File: config.mk
export PLATFORM = sky130hd
export DESIGN_NAME = ppu_ctrl
export DESIGN_NICKNAME = d
export VERILOG_FILES = /design/src/hw/rtl/ppu_pkg.sv /design/src/hw/rtl/ppu_ctrl.sv
export SDC_FILE = /design/constraint.sdc
export NUM_CORES = 1
export LEC_CHECK = 0
export BUFFER_PORTS_ARGS = -buffer_cell sky130_fd_sc_hd__buf_4
export CORE_AREA = 2 2 42 44
export CTS_BUF_LIST = sky130_fd_sc_hd__clkbuf_8 sky130_fd_sc_hd__clkbuf_16
export CTS_CLUSTER_DIAMETER = 150
export DETAILED_ROUTE_END_ITERATION = 10
export DIE_AREA = 0 0 44 46
export GPL_TIMING_DRIVEN = 0
export PLACE_DENSITY = 0.67
export SLEW_MARGIN = 0
export SYNTH_ARGS = -nofsm -noshare
export SYNTH_HDL_FRONTEND = slang
export SYNTH_SLANG_ARGS = --single-unit
export TNS_END_PERCENT = 5
File: constraint.sdc
create_clock -name i_clk -period 2.25 [get_ports i_clk]
set_clock_uncertainty 0.1 [all_clocks]
set_input_delay 0.675 -clock i_clk [delete_from_list [all_inputs] [get_ports i_clk]]
set_output_delay 0.675 -clock i_clk [all_outputs]
set_load 0.01 [all_outputs]
File: src/hw/rtl/ppu_pkg.sv
// Package for the particle pool update block: payload structs, slot word,
// controller states, datapath commands and a saturating arithmetic helper.
// No dependencies.
`timescale 1ns / 1ps

package ppu_pkg;

    localparam int POOL_SIZE_DEF = 64;
    localparam int CNT_W         = 7;
    localparam logic [15:0] DRAG_RESET = 16'd512;

    typedef enum logic [1:0] {
        M_EMIT = 2'd0,
        M_TICK = 2'd1,
        M_DRAW = 2'd2,
        M_NONE = 2'd3
    } t_mode;

    typedef struct packed {
        logic [1:0]         mode;
        logic signed [31:0] pos_x;
        logic signed [31:0] pos_y;
        logic signed [31:0] vel_x;
        logic signed [31:0] vel_y;
        logic [31:0]        time_value;
        logic [31:0]        color_start;
        logic [31:0]        color_finish;
        logic signed [31:0] size_start;
        logic signed [31:0] size_finish;
    } t_in;

    typedef struct packed {
        logic signed [31:0] left_x;
        logic signed [31:0] top_y;
        logic signed [31:0] sprite_size;
        logic [31:0]        sprite_color;
        logic               sprite_valid;
        logic               last;
        logic [CNT_W-1:0]   active_count;
    } t_out;

    typedef struct packed {
        logic signed [31:0] pos_x;
        logic signed [31:0] pos_y;
        logic signed [31:0] vel_x;
        logic signed [31:0] vel_y;
        logic [31:0]        life_total;
        logic [31:0]        life_left;
        logic [31:0]        color_start;
        logic [31:0]        color_finish;
        logic signed [31:0] size_start;
        logic signed [31:0] size_finish;
    } t_slot;

    typedef enum logic [3:0] {
        S_IDLE,
        S_DECODE,
        S_SCAN,
        S_READ,
        S_MUL1,
        S_MUL2,
        S_MUL3,
        S_WB,
        S_DIV,
        S_SMUL,
        S_SIZE,
        S_OUT,
        S_STAT
    } t_state;

    typedef enum logic [3:0] {
        C_NONE,
        C_LATCH,
        C_EMIT,
        C_TICK_START,
        C_DRAW_START,
        C_SLOT_NEXT,
        C_EXPIRE,
        C_MUL_VXDT,
        C_MUL_VYDT,
        C_MUL_VXF,
        C_MUL_VYF,
        C_TICK_WB,
        C_DIV_START,
        C_DIV_STEP,
        C_SIZE_MUL,
        C_SIZE_CAP
    } t_op;

    typedef struct packed {
        t_op  op;
        logic draw_out;
        logic stat_out;
    } t_cmd;

    typedef struct packed {
        logic [1:0] mode;
        logic       scan_done;
        logic       slot_active;
        logic       expire;
        logic       div_done;
        logic       out_free;
        logic       any_drawn;
    } t_status;

    function automatic logic signed [31:0] sat32(input logic signed [67:0] v);
        if (v > 68'sd2147483647) begin
            return 32'sh7fffffff;
        end else if (v < -68'sd2147483648) begin
            return 32'sh80000000;
        end else begin
            return v[31:0];
        end
    endfunction

endpackage

File: src/hw/rtl/ppu_ctrl.sv
// Controller of the particle pool update block: sequences emit, tick and draw.
// Depends on ppu_pkg.
`timescale 1ns / 1ps

module ppu_ctrl (
    input  logic              i_clk,
    input  logic              i_rst_n,
    input  logic              i_in_valid,
    output logic              o_in_ready,
    input  ppu_pkg::t_status  i_status,
    output ppu_pkg::t_cmd     o_cmd
);

    ppu_pkg::t_state r_state, n_state;

    always_ff @(posedge i_clk) begin
        if (!i_rst_n) begin
            r_state <= ppu_pkg::S_IDLE;
        end else begin
            r_state <= n_state;
        end
    end

    always_comb begin
        n_state    = r_state;
        o_in_ready = 1'b0;
        o_cmd      = '{op: ppu_pkg::C_NONE, draw_out: 1'b0, stat_out: 1'b0};
        unique case (r_state)
            ppu_pkg::S_IDLE: begin
                o_in_ready = 1'b1;
                if (i_in_valid) begin
                    o_cmd.op = ppu_pkg::C_LATCH;
                    n_state  = ppu_pkg::S_DECODE;
                end
            end
            ppu_pkg::S_DECODE: begin
                unique case (ppu_pkg::t_mode'(i_status.mode))
                    ppu_pkg::M_EMIT: begin
                        o_cmd.op = ppu_pkg::C_EMIT;
                        n_state  = ppu_pkg::S_STAT;
                    end
                    ppu_pkg::M_TICK: begin
                        o_cmd.op = ppu_pkg::C_TICK_START;
                        n_state  = ppu_pkg::S_SCAN;
                    end
                    ppu_pkg::M_DRAW: begin
                        o_cmd.op = ppu_pkg::C_DRAW_START;
                        n_state  = ppu_pkg::S_SCAN;
                    end
                    default: begin
                        n_state = ppu_pkg::S_STAT;
                    end
                endcase
            end
            ppu_pkg::S_SCAN: begin
                if (i_status.scan_done) begin
                    if (i_status.mode == ppu_pkg::M_DRAW && i_status.any_drawn) begin
                        n_state = ppu_pkg::S_IDLE;
                    end else begin
                        n_state = ppu_pkg::S_STAT;
                    end
                end else if (i_status.slot_active) begin
                    n_state = ppu_pkg::S_READ;
                end else begin
                    o_cmd.op = ppu_pkg::C_SLOT_NEXT;
                end
            end
            ppu_pkg::S_READ: begin
                if (i_status.mode == ppu_pkg::M_DRAW) begin
                    o_cmd.op = ppu_pkg::C_DIV_START;
                    n_state  = ppu_pkg::S_DIV;
                end else if (i_status.expire) begin
                    o_cmd.op = ppu_pkg::C_EXPIRE;
                    n_state  = ppu_pkg::S_SCAN;
                end else begin
                    o_cmd.op = ppu_pkg::C_MUL_VXDT;
                    n_state  = ppu_pkg::S_MUL1;
                end
            end
            ppu_pkg::S_MUL1: begin
                o_cmd.op = ppu_pkg::C_MUL_VYDT;
                n_state  = ppu_pkg::S_MUL2;
            end
            ppu_pkg::S_MUL2: begin
                o_cmd.op = ppu_pkg::C_MUL_VXF;
                n_state  = ppu_pkg::S_MUL3;
            end
            ppu_pkg::S_MUL3: begin
                o_cmd.op = ppu_pkg::C_MUL_VYF;
                n_state  = ppu_pkg::S_WB;
            end
            ppu_pkg::S_WB: begin
                o_cmd.op = ppu_pkg::C_TICK_WB;
                n_state  = ppu_pkg::S_SCAN;
            end
            ppu_pkg::S_DIV: begin
                if (i_status.div_done) begin
                    n_state = ppu_pkg::S_SMUL;
                end else begin
                    o_cmd.op = ppu_pkg::C_DIV_STEP;
                end
            end
            ppu_pkg::S_SMUL: begin
                o_cmd.op = ppu_pkg::C_SIZE_MUL;
                n_state  = ppu_pkg::S_SIZE;
            end
            ppu_pkg::S_SIZE: begin
                o_cmd.op = ppu_pkg::C_SIZE_CAP;
                n_state  = ppu_pkg::S_OUT;
            end
            ppu_pkg::S_OUT: begin
                if (i_status.out_free) begin
                    o_cmd.draw_out = 1'b1;
                    n_state        = ppu_pkg::S_SCAN;
                end
            end
            ppu_pkg::S_STAT: begin
                if (i_status.out_free) begin
                    o_cmd.stat_out = 1'b1;
                    n_state        = ppu_pkg::S_IDLE;
                end
            end
            default: begin
                n_state = ppu_pkg::S_IDLE;
            end
        endcase
    end

endmodule

# --- After elaboration in Yosys (flattened, before gate mapping) ---
# Cells that the tools add are included.
word_totals:
  in_bits: 11
  latch_bits: 0
  output_inout_bits: 7
  rom_bits: 0
  ramBits: 0
  register_bits: 4
  word_cells: 48
  n_memories: 0
op_classes:
  multipliers: 0
  n_addsub: 0
  reduce_logical: 5
  eq_ne: 19
  magnitude_cmp: 0
  bitwise: 0
  n_div: 0
  shift: 0
  muxes: 23
ops:
  columns: ["operator", "n"]
  rows:
  - ["one-hot mux 4 bit (13 select lines)", 1]
  - ["two-way mux 4 bit", 11]
  - ["one-hot mux 4 bit (11 select lines)", 1]
  - ["equality test 4 bit (second input constant)", 5]
  - ["equality test 4 x 3 -> 1 bit (second input constant)", 4]
  - ["two-way mux 3 bit", 3]
  - ["one-hot mux 3 bit (3 select lines)", 1]
  - ["equality test 4 x 2 -> 1 bit (second input constant)", 2]
  - ["inequality test 2 bit (second input constant)", 4]
  - ["two-way mux 1 bit", 6]
  - ["AND reduction 5 bit", 1]
  - ["equality test 4 x 1 -> 1 bit (second input constant)", 1]
  - ["zero test 4 bit", 1]
  - ["inequality test 3 bit (second input constant)", 1]
  - ["equality test 2 x 1 -> 1 bit (second input constant)", 1]
  - ["equality test 2 bit (second input constant)", 1]
  - ["zero test 2 bit", 1]
  - ["OR reduction 2 bit", 1]
  - ["logical AND 1 bit", 1]

# --- Depth between registers and ports, before layout ---
logic_depth:
  ltp_word: 5
  mapped_depth: 6
  mapped_depth_nobuf: 6

# --- Least setup slack after synthesis ---
# Ideal clock, no wire load.
synth_path:
  kind: "input to output"
  from: "input i_status[6] (netlist bit)"
  to: "output o_cmd[2] (netlist bit)"
  path_stages: 6
  arrival_ps: 1507
  setup_slack_ps: -32
  cell_sequence: "inv_1 > ha_1 > nor3b_2 > o21ai_0 > o21a_1 > o32ai_1"
synth_rtl:
  columns: ["item", "line", "source"]
  rows:
  - ["start, declared", "ppu_ctrl.sv:10", "input ppu_pkg::t_status i_status,"]
  - ["end, declared", "ppu_ctrl.sv:11", "output ppu_pkg::t_cmd o_cmd"]

==> impl_metrics.py <==
metrics = {
    "global_routing": {
        "grt_pass1_vias": 634,
        "grt_pass1_wl_um": 2970,
        "gr-usage-met1_pct": 27.8,
        "track_usage_pct": 19.9,
        "grt-ovfl-total": 0,
        "antenna_found_initial": 0,
        "grtUsageMet2_pct": 32.1,
        "top_usage_layer": "met2",
        "grt_max_degree": 11,
        "met3_usage_pct": 0.397,
    },
    "outcome": {
        "violations": "setup timing",
        "status": "finished with violations",
    },
    "worst_setup_path": {
        "cpPeakStageDelay_ps": 200,
        "critPathLaunchType": "primary input",
        "crit_family": "compound AO/OA/AOI/OAI gates",
        "worst_ep_required_time_ps": 1470,
        "path_buf_inv": 3,
        "end_kind": "output pin",
        "critPathSlowestCell": "o21ba_4",
        "crit_arrival_ps": 1680,
        "crit_chain": "buf_12 > inv_6 > ha_4 > o21ba_4 > o211ai_1 > o21a_1 > o22ai_1 > buf_4",
        "critPathMaxFanout": 4,
        "crit_type": "primary input to output pin",
    },
    "final_layout": {
        "area_growth_pct": 43.6,
        "fillers": 147,
        "top_register": "r_state",
        "antenna_cells": 0,
        "reg_top3": "r_state x4",
        "largest_reg_flops": 4,
        "drive_gt1_share_pct": 39.6,
        "layout.nets": 124,
    },
    "clock_network": {
        "htree_levels": 1,
        "cts_inserted_buffers": 3,
        "clock_sinks": 4,
        "hold_buffers": 0,
        "ctsLongestPathBuffers": 2,
        "clk_latency_ps": 210,
        "cts-root-buf": "clkbuf_8",
        "cts_tree": "done",
        "clk_pin_slew_ps": 30,
    },
    "yosys": {
        "synth.avg_cell_area_um2": 7.83,
        "async_reset_ff_share_pct": 0,
        "synth_edf_count": 0,
        "synth_nets": 101,
        "ys_seq_elements": 4,
        "yosysWarningCount": 0,
        "syn_inst": 85,
        "yosysSeqAreaShare_pct": 12.0,
        "syn_area_um2": 666,
        "synthDistinctLibCells": 40,
        "synthFlopType": "dfxtp_1",
    },
    "placement": {
        "pre_cts_ws_ps": -331,
        "numPortBuffers": 17,
        "hpwl_um": 1330,
        "routabilityCongestion": 0.807,
    },
    "power_and_ir_drop": {
        "p_total_w": 0.00115,
        "vdd_drop_max_uv": 781,
        "powerDensity_nw_per_um2": 1210,
        "leakagePower_nw": 0.371,
    },
    "die": {
        "initial_core_util_pct": 41.2,
        "rows": 15,
        "core-area_um2": 1610,
        "die_h_um": 46,
        "die_x_um": 44,
        "die_area_um2": 2020,
        "ios": 18,
    },
    "sta": {
        "period_needed_ps": 2460,
        "drv_slew": 0,
        "hold_viol_final": 0,
        "fmax_ghz": 0.407,
        "rsz0062_at_grt": "yes",
        "fin_hold_ws_ps": 556,
        "setup_viol": 4,
        "period_share_pct": 109,
        "finalWorstSetupSlack_ps": -206,
        "worstMarginPinSlew_ps": 501,
        "slew_headroom_pct": 66.6,
    },
    "routing": {
        "drtIter0Drc": 25,
        "drc_errors": 0,
        "dr_total_vias": 716,
        "wl_per_cell_um": 15.2,
        "antenna_left": 0,
        "routed_wirelength_um": 1870,
        "vias_per_cell": 5.82,
        "drtPass1Iterations": 4,
    },
    "job": {
        "maxCapViolCount": 0,
    },
    "worst_hold_path": {
        "hp-class": "flop to flop",
    },
}
-- final timing paths --
check                           cells past startpoint  slack [ps]          to   startpoint
worst min-delay path                                3         560  r_state[2]   r_state[2]
worst max register to register                      5         720  r_state[0]   r_state[3]
worst min register to register                      3         560  r_state[2]   r_state[2]
worst max-delay path                                8        -210    o_cmd[3]  i_status[7]
-- worst reg2reg max path: cells and delay by family (launching register included) --
kind,cells,cell delay (ps)
simple gates,2,420
buf+inv,1,180
flops,1,430
compound gates,2,290
-- cell usage after synthesis (all sizes together), types with 2 or more instances --
library cell	n	area (µm²)
nor2	3	11.3
dfxtp	4	80.1
nand2b	4	35.0
nand3b	2	15.0
ha	5	62.6
buf	7	56.3
o21a	4	30.0
nor3	5	25.0
a31oi	2	12.5
o211ai	2	15.0
nor3b	3	27.5
a21oi	4	20.0
nand2	8	30.0
o22ai	4	25.0
inv	8	30.0
o32ai	3	52.6
-- placed cells by master (no fill, tap or decap), drive strengths merged, types with 2 or more instances in the layout --
cell	instances
clkbuf	4
nor3	5
a21oi	4
a31oi	2
nand3b	2
buf	25
dfxtp	4
o21a	4
o32ai	3
inv	8
nor2	3
o211ai	2
nor3b	3
o22ai	4
nand2b	4
nand2	8
ha	5
-- area by class of cell --
type / count / area (µm²) / area share [%]
plain buffers: 8 / 60.1 / 6.28
repair buffers: 18 / 160 / 16.8
clock buffers: 3 / 41.3 / 4.32
well taps: 17 / 21.3 / 2.23
inverters: 8 / 40.0 / 4.19
multi-input cells: 65 / 553 / 57.9
flip-flops and latches: 4 / 80.1 / 8.38
-- where the power goes --
part | switching (W) | total (W) | internal (W)
Combinational | 0.000455 | 0.000872 | 0.000417
Clock | 0.0000352 | 0.000149 | 0.000114
Sequential | 0.0000298 | 0.000134 | 0.000104
Total | 0.000520 | 0.00115 | 0.000635
-- through the flow --
stage               cell area [µm²]  TNS (ps)  std cells  utilization [%]
finish                          956      -665        123             59.2
global placement                822      -896        119             50.9
detailed placement              822      -934        119             50.9
CTS                             930      -657        123             57.6
floorplan                       673         0         85                -
global route                    956     -1130        123             59.2
-- kinds of logic (layout without fill, tap and decap cells) --
group,after synthesis,after routing,share of synthesized area (%)
compound gates,30,30,38.3
flops,4,4,12.0
buf+inv,16,37,13.5
fa+ha+maj,5,5,9.40
simple gates,30,30,26.7
-- what timing repair did --
item / 4_1_cts / 5_1_grt
endpoints found under the hold margin: 0 / 0
setup endpoints to repair: 4 / 7
gates resized for setup: 18 / 4
pin swaps: 6 / 4
setup buffers: 1 / 0
-- routing by layer --
metal	part of all wire, %	up-vias
met5	0	-
met4	1.9	0
met3	3.4	4
met2	49	23
met1	45	330
li1	-	359
No activity file was read; power rests on OpenSTA's default activity.
